===== src/rtl/ier_pkg.sv =====
`timescale 1ns / 1ps
// ----------------------------------------------------------------------------
// ier_pkg
// Types, constants and helpers shared by the ICMPv6 echo responder.
// ----------------------------------------------------------------------------
package ier_pkg;

	localparam int MAX_ECHO_PAYLOAD_DEF = 256;
	localparam int MAX_FRAME_DEF        = 2048;

	// register indexes
	localparam logic [1:0] REG_ENABLE   = 2'd0;
	localparam logic [1:0] REG_ADDR_HI  = 2'd1;
	localparam logic [1:0] REG_ADDR_LO  = 2'd2;
	localparam logic [1:0] REG_OUR_MAC  = 2'd3;

	// frame offsets
	localparam int OFF_MAC_SRC    = 6;
	localparam int OFF_MAC_END    = 11;
	localparam int OFF_ETYPE_HI   = 12;
	localparam int OFF_ETYPE_LO   = 13;
	localparam int OFF_PLEN_HI    = 18;
	localparam int OFF_PLEN_LO    = 19;
	localparam int OFF_NEXT_HDR   = 20;
	localparam int OFF_SRC_HI     = 22;
	localparam int OFF_SRC_LO     = 30;
	localparam int OFF_DST_HI     = 38;
	localparam int OFF_DST_LO     = 46;
	localparam int OFF_DST_END    = 53;
	localparam int OFF_ICMP       = 54;
	localparam int OFF_CSUM_HI    = 56;
	localparam int OFF_CSUM_LO    = 57;
	localparam int OFF_IDENT      = 58;
	localparam int OFF_IDENT_END  = 61;
	localparam int OFF_PAYLOAD    = 62;

	localparam logic [7:0]  ETYPE_HI       = 8'h86;
	localparam logic [7:0]  ETYPE_LO       = 8'hDD;
	localparam logic [7:0]  NH_ICMPV6      = 8'd58;
	localparam logic [7:0]  ICMP_ECHO_REQ  = 8'd128;
	localparam logic [7:0]  ICMP_ECHO_REP  = 8'd129;
	localparam logic [4:0]  FLAGS_ALL      = 5'h1F;
	localparam logic [63:0] IP6_HDR_WORD0  = 64'h6000_0000_0000_3A40;

	// reply word order
	localparam int WORD_IP6      = 0;
	localparam int WORD_SRC_HI   = 1;
	localparam int WORD_SRC_LO   = 2;
	localparam int WORD_DST_HI   = 3;
	localparam int WORD_DST_LO   = 4;
	localparam int WORD_ICMP     = 5;
	localparam int WORD_PAYLOAD  = 6;

	typedef enum logic [1:0] {
		PS_ACC,
		PS_SUM,
		PS_CHECK
	} parse_state_t;

	typedef struct packed {
		logic        consumed;
		logic        reply;
		logic [47:0] mac;
		logic [63:0] src_hi;
		logic [63:0] src_lo;
		logic [31:0] ident;
		logic [15:0] csum;
		logic [15:0] clip;
	} job_t;

	typedef struct packed {
		logic        en;
		logic [15:0] addr;
		logic [2:0]  lane;
		logic [7:0]  data;
	} pay_wr_t;

	typedef struct packed {
		logic        consumed;
		logic        is_reply;
		logic [47:0] mac;
		logic [63:0] word;
		logic [3:0]  nbytes;
		logic        last;
	} res_t;

	// one's complement fold and invert
	function automatic logic [15:0] fold_sum(input logic [31:0] s);
		logic [16:0] a;
		logic [15:0] b;
		a = {1'b0, s[15:0]} + {1'b0, s[31:16]};
		b = a[15:0] + {15'd0, a[16]};
		return ~b;
	endfunction

endpackage


===== src/rtl/ier_frame_if.sv =====
`timescale 1ns / 1ps
// ----------------------------------------------------------------------------
// ier_frame_if
// Receive byte channel: one frame byte per transaction.
// ----------------------------------------------------------------------------
interface ier_frame_if;
	logic       valid;
	logic       ready;
	logic [7:0] frame_byte;
	logic       last_byte;

	modport source(output valid, output frame_byte, output last_byte, input ready);
	modport sink(input valid, input frame_byte, input last_byte, output ready);
endinterface


===== src/rtl/ier_result_if.sv =====
`timescale 1ns / 1ps
// ----------------------------------------------------------------------------
// ier_result_if
// Result channel: verdicts and reply packet words.
// ----------------------------------------------------------------------------
interface ier_result_if;
	logic        valid;
	logic        ready;
	logic        consumed;
	logic        is_reply;
	logic [47:0] reply_dst_mac;
	logic [63:0] reply_word;
	logic [3:0]  word_bytes;
	logic        last_item;

	modport source(output valid, output consumed, output is_reply, output reply_dst_mac,
		output reply_word, output word_bytes, output last_item, input ready);
	modport sink(input valid, input consumed, input is_reply, input reply_dst_mac,
		input reply_word, input word_bytes, input last_item, output ready);
endinterface


===== src/rtl/ier_parser.sv =====
`timescale 1ns / 1ps
// ----------------------------------------------------------------------------
// ier_parser
// Front end: parses frame bytes, keeps checksums, writes payload, and
// issues one job per frame.
// ----------------------------------------------------------------------------
module ier_parser
	import ier_pkg::*;
#(
	parameter int MAX_ECHO_PAYLOAD = MAX_ECHO_PAYLOAD_DEF,
	parameter int MAX_FRAME        = MAX_FRAME_DEF
) (
	input  logic         clk,
	input  logic         arst_n,
	ier_frame_if.sink    frame,
	input  logic         enable,
	input  logic [63:0]  our_addr_high,
	input  logic [63:0]  our_addr_low,
	output job_t         job,
	output logic         job_push,
	input  logic         job_full,
	output pay_wr_t      pay_wr,
	input  logic         reply_done
);

	localparam int PW = $clog2(MAX_FRAME + 1);

	parse_state_t state_q, state_nxt;

	logic [PW-1:0] pos_q, len_q;
	logic [47:0]   mac_q;
	logic [63:0]   src_hi_q, src_lo_q;
	logic [31:0]   ident_q;
	logic [15:0]   dlen_q, rcsum_q;
	logic [4:0]    flags_q;
	logic [31:0]   vsum_q, rsum_q;
	logic [1:0]    pend_q;

	logic [31:0] vsum_s1, rsum_s1;
	logic [15:0] clip_s1;
	logic        cons_s1, len_ok_s1;

	logic [7:0]    b;
	logic          take, upd, at_end;
	logic [15:0]   w;
	logic [4:0]    flags_b, flags_n;
	logic [31:0]   vsum_b, rsum_b, vsum_n, rsum_n;
	logic          in_dl, pay;
	logic [PW-1:0] pidx;
	logic [2:0]    k_hi, k_lo;
	logic [15:0]   clip_c;
	logic [15:0]   fold_v, fold_r;

	assign b      = frame.frame_byte;
	assign take   = frame.valid && frame.ready;
	assign upd    = take && (pos_q < PW'(MAX_FRAME));
	assign at_end = take && frame.last_byte;

	// byte update
	always_comb begin
		w       = pos_q[0] ? {8'd0, b} : {b, 8'd0};
		flags_b = (pos_q == '0) ? FLAGS_ALL : flags_q;
		vsum_b  = (pos_q == '0) ? 32'd0 : vsum_q;
		rsum_b  = (pos_q == '0) ? 32'd0 : rsum_q;
		in_dl   = (pos_q >= PW'(OFF_ICMP)) &&
			((32'(pos_q) - 32'(OFF_ICMP)) < 32'(dlen_q));
		pidx    = pos_q - PW'(OFF_PAYLOAD);
		pay     = (pos_q >= PW'(OFF_PAYLOAD)) && in_dl &&
			(32'(pidx) < 32'(MAX_ECHO_PAYLOAD));
		k_hi    = 3'(pos_q - PW'(OFF_DST_HI));
		k_lo    = 3'(pos_q - PW'(OFF_DST_LO));
		flags_n = flags_b;
		if ((pos_q == PW'(OFF_ETYPE_HI) && b != ETYPE_HI) ||
			(pos_q == PW'(OFF_ETYPE_LO) && b != ETYPE_LO))
			flags_n[0] = 1'b0;
		if (pos_q == PW'(OFF_NEXT_HDR) && b != NH_ICMPV6)
			flags_n[1] = 1'b0;
		if (pos_q >= PW'(OFF_DST_HI) && pos_q < PW'(OFF_DST_LO) &&
			our_addr_high[{~k_hi, 3'b000} +: 8] != b)
			flags_n[2] = 1'b0;
		if (pos_q >= PW'(OFF_DST_LO) && pos_q <= PW'(OFF_DST_END) &&
			our_addr_low[{~k_lo, 3'b000} +: 8] != b)
			flags_n[3] = 1'b0;
		if (pos_q == PW'(OFF_ICMP) && b != ICMP_ECHO_REQ)
			flags_n[4] = 1'b0;
		vsum_n = vsum_b;
		if ((pos_q >= PW'(OFF_SRC_HI) && pos_q <= PW'(OFF_DST_END)) ||
			(in_dl && pos_q != PW'(OFF_CSUM_HI) && pos_q != PW'(OFF_CSUM_LO)))
			vsum_n = vsum_b + 32'(w);
		// reply sum: addresses, ident/seq and clipped payload
		rsum_n = rsum_b;
		if ((pos_q >= PW'(OFF_SRC_HI) && pos_q <= PW'(OFF_DST_END)) ||
			(pos_q >= PW'(OFF_IDENT) && pos_q <= PW'(OFF_IDENT_END)) || pay)
			rsum_n = rsum_b + 32'(w);
	end

	always_comb begin
		clip_c = dlen_q - 16'd8;
		if (32'(clip_c) > 32'(MAX_ECHO_PAYLOAD))
			clip_c = 16'(MAX_ECHO_PAYLOAD);
	end

	always_comb begin
		state_nxt = state_q;
		case (state_q)
			PS_ACC:   if (at_end) state_nxt = PS_SUM;
			PS_SUM:   state_nxt = PS_CHECK;
			PS_CHECK: if (!job_full) state_nxt = PS_ACC;
			default:  state_nxt = PS_ACC;
		endcase
	end

	always_comb begin
		fold_v         = fold_sum(vsum_s1);
		fold_r         = fold_sum(rsum_s1);
		frame.ready    = (state_q == PS_ACC) &&
			!(pend_q != 2'd0 && pos_q >= PW'(OFF_PAYLOAD));
		job_push       = (state_q == PS_CHECK) && !job_full;
		job.consumed   = cons_s1;
		job.reply      = cons_s1 && len_ok_s1 && (fold_v == rcsum_q);
		job.mac        = mac_q;
		job.src_hi     = src_hi_q;
		job.src_lo     = src_lo_q;
		job.ident      = ident_q;
		job.csum       = fold_r;
		job.clip       = clip_s1;
		pay_wr.en      = upd && pay;
		pay_wr.addr    = 16'(pidx >> 3);
		pay_wr.lane    = pidx[2:0];
		pay_wr.data    = b;
	end

	always_ff @(posedge clk or negedge arst_n) begin
		if (!arst_n) begin
			state_q <= PS_ACC;
			pos_q   <= '0;
			len_q   <= '0;
			flags_q <= '0;
			vsum_q  <= '0;
			rsum_q  <= '0;
			pend_q  <= '0;
		end else begin
			state_q <= state_nxt;
			if (upd) begin
				flags_q <= flags_n;
				vsum_q  <= vsum_n;
				rsum_q  <= rsum_n;
			end
			if (at_end) begin
				len_q <= upd ? pos_q + PW'(1) : pos_q;
				pos_q <= '0;
			end else if (upd) begin
				pos_q <= pos_q + PW'(1);
			end
			pend_q <= pend_q + 2'((job_push && job.reply) ? 1 : 0)
				- 2'(reply_done ? 1 : 0);
		end
	end

	// captured header fields
	always_ff @(posedge clk) begin
		if (upd) begin
			if (pos_q >= PW'(OFF_MAC_SRC) && pos_q <= PW'(OFF_MAC_END))
				mac_q <= {mac_q[39:0], b};
			if (pos_q == PW'(OFF_PLEN_HI) || pos_q == PW'(OFF_PLEN_LO))
				dlen_q <= {dlen_q[7:0], b};
			if (pos_q >= PW'(OFF_SRC_HI) && pos_q < PW'(OFF_SRC_LO))
				src_hi_q <= {src_hi_q[55:0], b};
			if (pos_q >= PW'(OFF_SRC_LO) && pos_q < PW'(OFF_DST_HI))
				src_lo_q <= {src_lo_q[55:0], b};
			if (in_dl && (pos_q == PW'(OFF_CSUM_HI) || pos_q == PW'(OFF_CSUM_LO)))
				rcsum_q <= {rcsum_q[7:0], b};
			if (pos_q >= PW'(OFF_IDENT) && pos_q <= PW'(OFF_IDENT_END))
				ident_q <= {ident_q[23:0], b};
		end
		if (state_q == PS_SUM) begin
			vsum_s1   <= vsum_q + 32'(dlen_q) + 32'(NH_ICMPV6);
			rsum_s1   <= rsum_q + 32'(clip_c) + 32'd8 + 32'(NH_ICMPV6) +
				32'({ICMP_ECHO_REP, 8'd0});
			clip_s1   <= clip_c;
			cons_s1   <= enable && (len_q >= PW'(OFF_PAYLOAD)) && (flags_q == FLAGS_ALL);
			len_ok_s1 <= (dlen_q >= 16'd8) &&
				((32'(dlen_q) + 32'(OFF_ICMP)) <= 32'(len_q));
		end
	end

endmodule


===== src/rtl/ier_job_fifo.sv =====
`timescale 1ns / 1ps
// ----------------------------------------------------------------------------
// ier_job_fifo
// Two-entry job queue between the parser and the reply generator.
// ----------------------------------------------------------------------------
module ier_job_fifo
	import ier_pkg::*;
(
	input  logic clk,
	input  logic arst_n,
	input  job_t wr_job,
	input  logic push,
	output logic full,
	output job_t rd_job,
	input  logic pop,
	output logic empty
);

	job_t       slot_q [2];
	logic       wptr_q, rptr_q;
	logic [1:0] cnt_q;

	assign full   = (cnt_q == 2'd2);
	assign empty  = (cnt_q == 2'd0);
	assign rd_job = slot_q[rptr_q];

	always_ff @(posedge clk or negedge arst_n) begin
		if (!arst_n) begin
			wptr_q <= 1'b0;
			rptr_q <= 1'b0;
			cnt_q  <= 2'd0;
		end else begin
			if (push && !full) wptr_q <= ~wptr_q;
			if (pop && !empty) rptr_q <= ~rptr_q;
			cnt_q <= cnt_q + 2'((push && !full) ? 1 : 0) - 2'((pop && !empty) ? 1 : 0);
		end
	end

	always_ff @(posedge clk) begin
		if (push && !full) slot_q[wptr_q] <= wr_job;
	end

endmodule


===== src/rtl/ier_reply_gen.sv =====
`timescale 1ns / 1ps
// ----------------------------------------------------------------------------
// ier_reply_gen
// Back end: holds the payload memory and turns jobs into verdicts or reply
// words behind an output register.
// ----------------------------------------------------------------------------
module ier_reply_gen
	import ier_pkg::*;
#(
	parameter int MAX_ECHO_PAYLOAD = MAX_ECHO_PAYLOAD_DEF
) (
	input  logic          clk,
	input  logic          arst_n,
	input  pay_wr_t       pay_wr,
	input  job_t          job,
	input  logic          job_empty,
	output logic          job_pop,
	input  logic [63:0]   our_addr_high,
	input  logic [63:0]   our_addr_low,
	output logic          reply_done,
	ier_result_if.source  result
);

	localparam int WORDS = (MAX_ECHO_PAYLOAD + 7) / 8;
	localparam int AW    = (WORDS > 1) ? $clog2(WORDS) : 1;
	localparam int CNTW  = $clog2(WORD_PAYLOAD + WORDS + 1);

	logic [63:0] mem [WORDS];
	logic [63:0] rd_q;

	logic            busy_q, ov_q;
	job_t            job_q;
	logic [CNTW-1:0] cnt_q, rcnt;
	logic [15:0]     rem_q;
	res_t            out_q, nxt;

	logic          load, is_pay, fin;
	logic [3:0]    nb;
	logic [63:0]   mask;
	logic [15:0]   msg_len;
	logic [AW-1:0] raddr;

	always_comb begin
		load     = busy_q && (!ov_q || result.ready);
		is_pay   = cnt_q >= CNTW'(WORD_PAYLOAD);
		nb       = (rem_q >= 16'd8) ? 4'd8 : rem_q[3:0];
		msg_len  = job_q.clip + 16'd8;
		for (int j = 0; j < 8; j++)
			mask[63 - 8 * j -: 8] = (4'(j) < nb) ? 8'hFF : 8'h00;
		fin = !job_q.reply ||
			(is_pay ? (rem_q <= 16'd8) :
			 (cnt_q == CNTW'(WORD_ICMP) && job_q.clip == 16'd0));
		nxt.consumed = job_q.consumed;
		nxt.is_reply = job_q.reply;
		nxt.mac      = job_q.reply ? job_q.mac : 48'd0;
		nxt.nbytes   = job_q.reply ? 4'd8 : 4'd0;
		nxt.last     = fin;
		nxt.word     = 64'd0;
		if (job_q.reply) begin
			if (is_pay) begin
				nxt.word   = rd_q & mask;
				nxt.nbytes = nb;
			end else if (cnt_q == CNTW'(WORD_IP6))
				nxt.word = IP6_HDR_WORD0 | {32'd0, msg_len, 16'd0};
			else if (cnt_q == CNTW'(WORD_SRC_HI))
				nxt.word = our_addr_high;
			else if (cnt_q == CNTW'(WORD_SRC_LO))
				nxt.word = our_addr_low;
			else if (cnt_q == CNTW'(WORD_DST_HI))
				nxt.word = job_q.src_hi;
			else if (cnt_q == CNTW'(WORD_DST_LO))
				nxt.word = job_q.src_lo;
			else
				nxt.word = {ICMP_ECHO_REP, 8'd0, job_q.csum, job_q.ident};
		end
		job_pop    = !busy_q && !job_empty;
		reply_done = load && fin && job_q.reply;
		// memory read address for the word that the next load takes
		rcnt  = load ? cnt_q + CNTW'(1) : cnt_q;
		raddr = AW'(rcnt - CNTW'(WORD_PAYLOAD));
	end

	always_ff @(posedge clk or negedge arst_n) begin
		if (!arst_n) begin
			busy_q <= 1'b0;
			ov_q   <= 1'b0;
		end else begin
			if (job_pop)
				busy_q <= 1'b1;
			else if (load && fin)
				busy_q <= 1'b0;
			if (load)
				ov_q <= 1'b1;
			else if (result.ready)
				ov_q <= 1'b0;
		end
	end

	always_ff @(posedge clk) begin
		if (job_pop) begin
			job_q <= job;
			cnt_q <= '0;
			rem_q <= job.clip;
		end else if (load) begin
			cnt_q <= cnt_q + CNTW'(1);
			if (is_pay) rem_q <= rem_q - 16'd8;
		end
		if (load) out_q <= nxt;
	end

	// payload memory, byte-lane writes
	always_ff @(posedge clk) begin
		if (pay_wr.en)
			mem[AW'(pay_wr.addr)][{~pay_wr.lane, 3'b000} +: 8] <= pay_wr.data;
		rd_q <= mem[raddr];
	end

	assign result.valid         = ov_q;
	assign result.consumed      = out_q.consumed;
	assign result.is_reply      = out_q.is_reply;
	assign result.reply_dst_mac = out_q.mac;
	assign result.reply_word    = out_q.word;
	assign result.word_bytes    = out_q.nbytes;
	assign result.last_item     = out_q.last;

endmodule


===== src/rtl/icmpv6_echo_responder.sv =====
`timescale 1ns / 1ps
// ----------------------------------------------------------------------------
// icmpv6_echo_responder
// ICMPv6 echo request parser and reply generator.
//
//   channel  dir  payload
//   frame    in   frame_byte, last_byte
//   result   out  consumed, is_reply, reply_dst_mac, reply_word, word_bytes,
//                 last_item
//   cfg      in   cfg_we, cfg_index, cfg_data
//
// One frame byte per cycle is taken while frame.ready is high; after the
// last byte the parser passes its sum and check states (checksum fold and
// verdict) before taking the next frame. A reply leaves at one word per
// cycle while the receiver is ready (payload memory read registered).
// While a reply still drains, the parser holds at the first payload byte
// of the next frame. Reset clears control state, not the payload memory.
// ----------------------------------------------------------------------------
module icmpv6_echo_responder
	import ier_pkg::*;
#(
	parameter int MAX_ECHO_PAYLOAD = MAX_ECHO_PAYLOAD_DEF,
	parameter int MAX_FRAME        = MAX_FRAME_DEF
) (
	input  logic          clk,
	input  logic          arst_n,
	ier_frame_if.sink     frame,
	ier_result_if.source  result,
	input  logic          cfg_we,
	input  logic [1:0]    cfg_index,
	input  logic [63:0]   cfg_data
);

	logic        enable_q;
	logic [63:0] addr_hi_q, addr_lo_q;

	job_t    job_in, job_out;
	logic    push, full, pop, empty, reply_done;
	pay_wr_t pay_wr;

	always_ff @(posedge clk or negedge arst_n) begin
		if (!arst_n) begin
			enable_q  <= 1'b0;
			addr_hi_q <= '0;
			addr_lo_q <= '0;
		end else if (cfg_we) begin
			case (cfg_index)
				REG_ENABLE:  enable_q  <= cfg_data[0];
				REG_ADDR_HI: addr_hi_q <= cfg_data;
				REG_ADDR_LO: addr_lo_q <= cfg_data;
				// our MAC is not needed: framing is left downstream
				REG_OUR_MAC: ;
				default: ;
			endcase
		end
	end

	ier_parser #(
		.MAX_ECHO_PAYLOAD(MAX_ECHO_PAYLOAD),
		.MAX_FRAME(MAX_FRAME)
	) u_parser (
		.clk(clk),
		.arst_n(arst_n),
		.frame(frame),
		.enable(enable_q),
		.our_addr_high(addr_hi_q),
		.our_addr_low(addr_lo_q),
		.job(job_in),
		.job_push(push),
		.job_full(full),
		.pay_wr(pay_wr),
		.reply_done(reply_done)
	);

	ier_job_fifo u_fifo (
		.clk(clk),
		.arst_n(arst_n),
		.wr_job(job_in),
		.push(push),
		.full(full),
		.rd_job(job_out),
		.pop(pop),
		.empty(empty)
	);

	ier_reply_gen #(
		.MAX_ECHO_PAYLOAD(MAX_ECHO_PAYLOAD)
	) u_reply (
		.clk(clk),
		.arst_n(arst_n),
		.pay_wr(pay_wr),
		.job(job_out),
		.job_empty(empty),
		.job_pop(pop),
		.our_addr_high(addr_hi_q),
		.our_addr_low(addr_lo_q),
		.reply_done(reply_done),
		.result(result)
	);

	a_no_push_full: assert property (@(posedge clk) disable iff (!arst_n)
		push |-> !full) else $error("job pushed into full queue");

	a_reply_consumed: assert property (@(posedge clk) disable iff (!arst_n)
		result.valid && result.is_reply |-> result.consumed && result.word_bytes != 4'd0)
		else $error("reply word without consume or bytes");

	a_verdict_last: assert property (@(posedge clk) disable iff (!arst_n)
		result.valid && !result.is_reply |-> result.last_item && result.word_bytes == 4'd0)
		else $error("verdict not single");

	a_result_hold: assert property (@(posedge clk) disable iff (!arst_n)
		result.valid && !result.ready |=> result.valid && $stable(result.reply_word))
		else $error("result changed while stalled");

endmodule


===== src/flat_wrapper.sv =====
// flat-port wrapper written by rule: the top's interface ports become plain ports
module icmpv6_echo_responder_flat import ier_pkg::*;
#(
	parameter int MAX_ECHO_PAYLOAD = MAX_ECHO_PAYLOAD_DEF,
	parameter int MAX_FRAME        = MAX_FRAME_DEF
)
  (clk, arst_n, cfg_we, cfg_index, cfg_data, frame_valid, frame_frame_byte, frame_last_byte, frame_ready, result_valid, result_consumed, result_is_reply, result_reply_dst_mac, result_reply_word, result_word_bytes, result_last_item, result_ready);
  ier_frame_if frame_i ();
  ier_result_if result_i ();
  input  logic clk;
  input  logic arst_n;
  input  logic cfg_we;
  input  logic [1:0] cfg_index;
  input  logic [63:0] cfg_data;
  input wire logic [$bits(frame_i.valid)-1:0] frame_valid;
  input wire logic [$bits(frame_i.frame_byte)-1:0] frame_frame_byte;
  input wire logic [$bits(frame_i.last_byte)-1:0] frame_last_byte;
  output wire logic [$bits(frame_i.ready)-1:0] frame_ready;
  output wire logic [$bits(result_i.valid)-1:0] result_valid;
  output wire logic [$bits(result_i.consumed)-1:0] result_consumed;
  output wire logic [$bits(result_i.is_reply)-1:0] result_is_reply;
  output wire logic [$bits(result_i.reply_dst_mac)-1:0] result_reply_dst_mac;
  output wire logic [$bits(result_i.reply_word)-1:0] result_reply_word;
  output wire logic [$bits(result_i.word_bytes)-1:0] result_word_bytes;
  output wire logic [$bits(result_i.last_item)-1:0] result_last_item;
  input wire logic [$bits(result_i.ready)-1:0] result_ready;
  assign frame_i.valid = frame_valid;
  assign frame_i.frame_byte = frame_frame_byte;
  assign frame_i.last_byte = frame_last_byte;
  assign frame_ready = frame_i.ready;
  assign result_valid = result_i.valid;
  assign result_consumed = result_i.consumed;
  assign result_is_reply = result_i.is_reply;
  assign result_reply_dst_mac = result_i.reply_dst_mac;
  assign result_reply_word = result_i.reply_word;
  assign result_word_bytes = result_i.word_bytes;
  assign result_last_item = result_i.last_item;
  assign result_i.ready = result_ready;
  icmpv6_echo_responder #(.MAX_ECHO_PAYLOAD(MAX_ECHO_PAYLOAD), .MAX_FRAME(MAX_FRAME)) u_core (.clk(clk), .arst_n(arst_n), .frame(frame_i), .result(result_i), .cfg_we(cfg_we), .cfg_index(cfg_index), .cfg_data(cfg_data));
endmodule

===== config.mk =====
export PLATFORM = sky130hd
export DESIGN_NAME = icmpv6_echo_responder_flat
export DESIGN_NICKNAME = d
export VERILOG_FILES = /design/src/rtl/ier_pkg.sv /design/src/rtl/ier_frame_if.sv /design/src/rtl/ier_result_if.sv /design/src/rtl/ier_parser.sv /design/src/rtl/ier_job_fifo.sv /design/src/rtl/ier_reply_gen.sv /design/src/rtl/icmpv6_echo_responder.sv /design/src/flat_wrapper.sv
export SDC_FILE = /design/constraint.sdc
export NUM_CORES = 2
export LEC_CHECK = 0
export BUFFER_PORTS_ARGS = -buffer_cell sky130_fd_sc_hd__buf_4
export CELL_PAD_IN_SITES_DETAIL_PLACEMENT = 1
export CELL_PAD_IN_SITES_GLOBAL_PLACEMENT = 1
export CORE_MARGIN = 2
export CORE_UTILIZATION = 41
export CTS_BUF_LIST = sky130_fd_sc_hd__clkbuf_16
export DETAILED_ROUTE_END_ITERATION = 16
export GPL_TIMING_DRIVEN = 0
export PLACE_DENSITY = 0.64
export SLEW_MARGIN = 10
export SYNTH_ARGS = -nofsm -noshare
export SYNTH_HDL_FRONTEND = slang
export SYNTH_SLANG_ARGS = --single-unit

===== constraint.sdc =====
create_clock -name clk -period 26 [get_ports clk]
set_clock_uncertainty 0.15 [all_clocks]
set_input_delay 3.9 -clock clk [delete_from_list [all_inputs] [get_ports clk]]
set_output_delay 3.9 -clock clk [all_outputs]
set_load 0.02 [all_outputs]

==> run_results.csv <==
group,metric,value,unit
finish,num-nets-final,11700,
timing,setup_tns,0,ns
critical_path,worstSetupEndpointType,"flop",
timing,finalHoldViolCount,0,
yosys,syn_avg_cell_area,13.5,sq um
detailed_routing,ant_nets,0,
yosys,syn-cell-area,145000,sq um
critical_path,crit_top_cell,"clkbuf_1",
clocking,path_clk_slew,0.06,ns
die,die_w,599,um
detailed_routing,first_iter_violations,12800,
detailed_routing,first_pass_iters,6,
timing,setup_viol,0,
finish,final_util,47.2,%
finish,drive_gt1_share,11.8,%
critical_path,slowest_delay,1.06,ns
pwr,power_density,131,nW/um^2
yosys,synthArstFlopShare,6.57,%
critical_path,critical-path-slowest-cell,"clkbuf_1",
place,dpl_cell_area,154000,sq um
critical_path,critPathKind,"primary input to flop",
place,port_buffers,200,
critical_path,critPathTopFamily,"buffers and inverters",
global_routing,grt_pass1_vias,98100,
critical_path,critPathBufInv,8,
finish,post-route-cell-area,166000,sq um
clocking,post-cts-setup-buffers,0,
yosys,synth_seq_area_share,71.8,%
worst_hold_path,hold_class,"flop to flop",
die,num_io_pins,201,
yosys,synth-edff-count,3231,
die,dieArea,359000,sq um
finish,syn_to_final_growth,14.7,%
critical_path,worstPathArrival,12.00,ns
finish,ff_latch_area,104000,sq um
global_routing,grt.total_usage,29.9,%
critical_path,start_kind,"primary input",
global_routing,grt_first_pass_wirelength,753000,um
clocking,clockBufferDepth,4,
pwr,leakage,58.5,nW
detailed_routing,via_per_inst,5.96,
timing,slew_viol_final,0,
clocking,cts_buffers,377,
clocking,htree_levels,5,
clocking,clock_latency,0.97,ns
yosys,synth-seq-cells,3533,
timing,fin_crit_sh,43.7,%
yosys,yosysTopAreaCellShare,66.9,%
die,start_util,41.2,%
yosys,yosys.area.top_type,"edfxtp_1",
global_routing,grt_max_degree,95,
detailed_routing,wl_per_cell,33.1,um
yosys,yosysWarningCount,0,
critical_path,cp_cell_sequence,"buf_4 -> nand2b_1 -> nand2_1 -> clkinv_4 -> nor2_1 -> a21oi_1 -> clkbuf_2 -> inv_2 -> clkbuf_2 -> clkbuf_1 -> ha_1 -> xor2_1 -> clkbuf_1 -> clkbuf_1 -> a311oi_1 -> a31oi_1 -> a211oi_1 -> a21o_1",
yosys,synthFlopType,"edfxtp_1",
timing,post-route-min-period,11.37,ns
detailed_routing,vias,98600,
critical_path,critical_path.max_fanout,33,
critical_path,crit_required,26.63,ns
clocking,cts_resized,0,
status,status,"completed",
clocking,cts_tree,"built",
finish,multi_input_comb_area,38200,sq um
place,gp_congestion,0.942,
clocking,hold_buffers,0,
clocking,cts_sinks,3533,
global_routing,antenna_found_initial,88,
die,fp.coreArea,352000,sq um
detailed_routing,drc,0,
detailed_routing,drt-total-wl,548000,um
global_routing,grt-ovfl-total,0,
place,dp.final_hpwl,398000,um
timing,fmax,0.0880,GHz
clocking,root_buffer,"clkbuf_16",
timing,tightest_slew,1.47,ns
yosys,synthTopCellsByArea,"edfxtp_1 (67%), nand2_1 (6.5%), dfrtp_1 (4.0%), mux2_2 (2.9%), a311oi_1 (2.3%)",
yosys,synthCells,10800,
pwr,ir_worst_vdd,107,uV
yosys,synth_cell_types,90,
timing,rsz0062_at_grt,"false",
finish,fill_cells,35700,
timing,maxSlewHeadroom,2.32,%
die,die_h,599,um
run,drv_cap,0,
die,rows,218,
==> report_power, final <==
| group | total, mW | internal [mW] | leakage [nW] | switching (mW) |
|---|---|---|---|---|
| Combinational | 9.14 | 2.28 | 19.7 | 6.87 |
| Clock | 5.19 | 2.88 | 6.10 | 2.31 |
| Sequential | 7.40 | 7.10 | 32.7 | 0.296 |
| Total | 21.7 | 12.3 | 58.5 | 9.47 |
==> cells in the mapped netlist, types with 16 or more instances <==
master and instances:
buf_1 56, edfxtp_1 3231, mux4_2 32, nand2_1 2495
nor3_1 79, mux2i_1 18, a21boi_0 27, and2_1 135
nand2b_1 24, nand4_1 37, nor4_1 21, a211oi_1 82
xnor2_1 145, o211ai_1 81, dfrtp_1 232, clkbuf_1 556
nand3_1 649, a21o_1 109, a22o_1 16, inv_1 130
nor2_1 456, o21a_1 18, o21ai_0 131, a21oi_1 196
xor2_1 109, and3_1 308, nor2b_1 28, a311oi_1 385
dfxtp_1 70, buf_2 22, a31oi_1 157, ha_1 184
mux2_2 371
==> path summary, 6_finish.rpt <==
path,startpoint,to,slack [ns],cells past startpoint
worst max register to register,u_core.u_parser.pos_q[1],u_core.u_reply.mem[4][62],17.24,16
max in group asynchronous,arst_n,u_core.addr_hi_q[57],21.49,3
min in group asynchronous,arst_n,u_core.u_parser.rsum_q[28],2.80,1
worst min-delay path,u_core.u_reply.job_q[241],u_core.u_reply.result.consumed,0.26,0
worst min register to register,u_core.u_reply.job_q[241],u_core.u_reply.result.consumed,0.26,0
worst max-delay path,result_ready,u_core.u_reply.rd_q[7],14.63,18
==> state kept, by name, indices dropped and copies added (netlist names), 32 cells and up <==
name and flops:
u_core.addr_hi_q 64, u_core.addr_lo_q 64, u_core.u_fifo.slot_q 484, u_core.u_parser.ident_q 32
u_core.u_parser.mac_q 48, u_core.u_parser.rsum_q 32, u_core.u_parser.rsum_s1 32, u_core.u_parser.src_hi_q 64
u_core.u_parser.src_lo_q 64, u_core.u_parser.vsum_q 32, u_core.u_parser.vsum_s1 32, u_core.u_reply.job_q 242
u_core.u_reply.mem 2048, u_core.u_reply.rd_q 64, u_core.u_reply.result.reply_dst_mac 48, u_core.u_reply.result.reply_word 64
==> through the flow <==
| step | setup slack, ns | hold slack [ns] | power [mW] | instances |
|---|---|---|---|---|
| final | 14.63 | 0.263 | 21.7 | 16600 |
| after global routing | 14.80 | 0.289 | 22.2 | 16500 |
| after CTS | 14.94 | 0.278 | 21.5 | 16500 |
| after detailed placement | 13.92 | 0.283 | 16.3 | 15800 |
| after global placement | 6.15 | 0.260 | 16.1 | 15700 |
| after floorplan | 14.25 | 0.250 | 11.8 | 10800 |
==> layer usage <==
metal  vias to the layer above  GRT usage, %  part of all wire [%]
met5                         -             0                 0.043
met4                        32          13.8                   4.9
met3                       999          6.39                   9.7
met2                      5122          44.9                    44
met1                     51200          41.7                    41
li1                      41300             -                     -
==> cell families after synthesis <==
| logic type | after synthesis | share of synthesized area [%] |
|---|---|---|
| other | 2 | 0.00518 |
| xor gates and xnor gates | 256 | 1.56 |
| buffers and inverters | 771 | 2.03 |
| AOI/OAI and AO/OA | 1297 | 6.44 |
| DFF | 3533 | 71.8 |
| muxes | 421 | 3.50 |
| adders and majority gates | 190 | 1.67 |
| and+or+nand+nor | 4307 | 13.0 |
==> area by class of cell <==
| cell class | count | share of cell area (%) |
|---|---|---|
| sequential | 3533 | 62.6 |
| tap | 4730 | 3.56 |
| timing repair buffer | 282 | 1.91 |
| clock buffer | 387 | 5.82 |
| antenna | 61 | 0.0917 |
| inverter | 134 | 0.305 |
| buffer | 637 | 1.51 |
| multi-input combinational | 6485 | 23.0 |
| clock inverter | 308 | 1.19 |
==> cell usage in the layout (no fill, tap or decap), types with 184 or more instances in the layout <==
cell,instances
edfxtp_1,3231
clkbuf_1,502
nor2_1,444
and3_1,297
a21oi_1,195
mux2_2,371
nand2_1,2472
ha_1,184
clkbuf_16,387
a311oi_1,385
nand3_1,649
buf_4,210
inv_1,228
dfrtp_1,232
No activity file was read; power rests on OpenSTA's default activity.
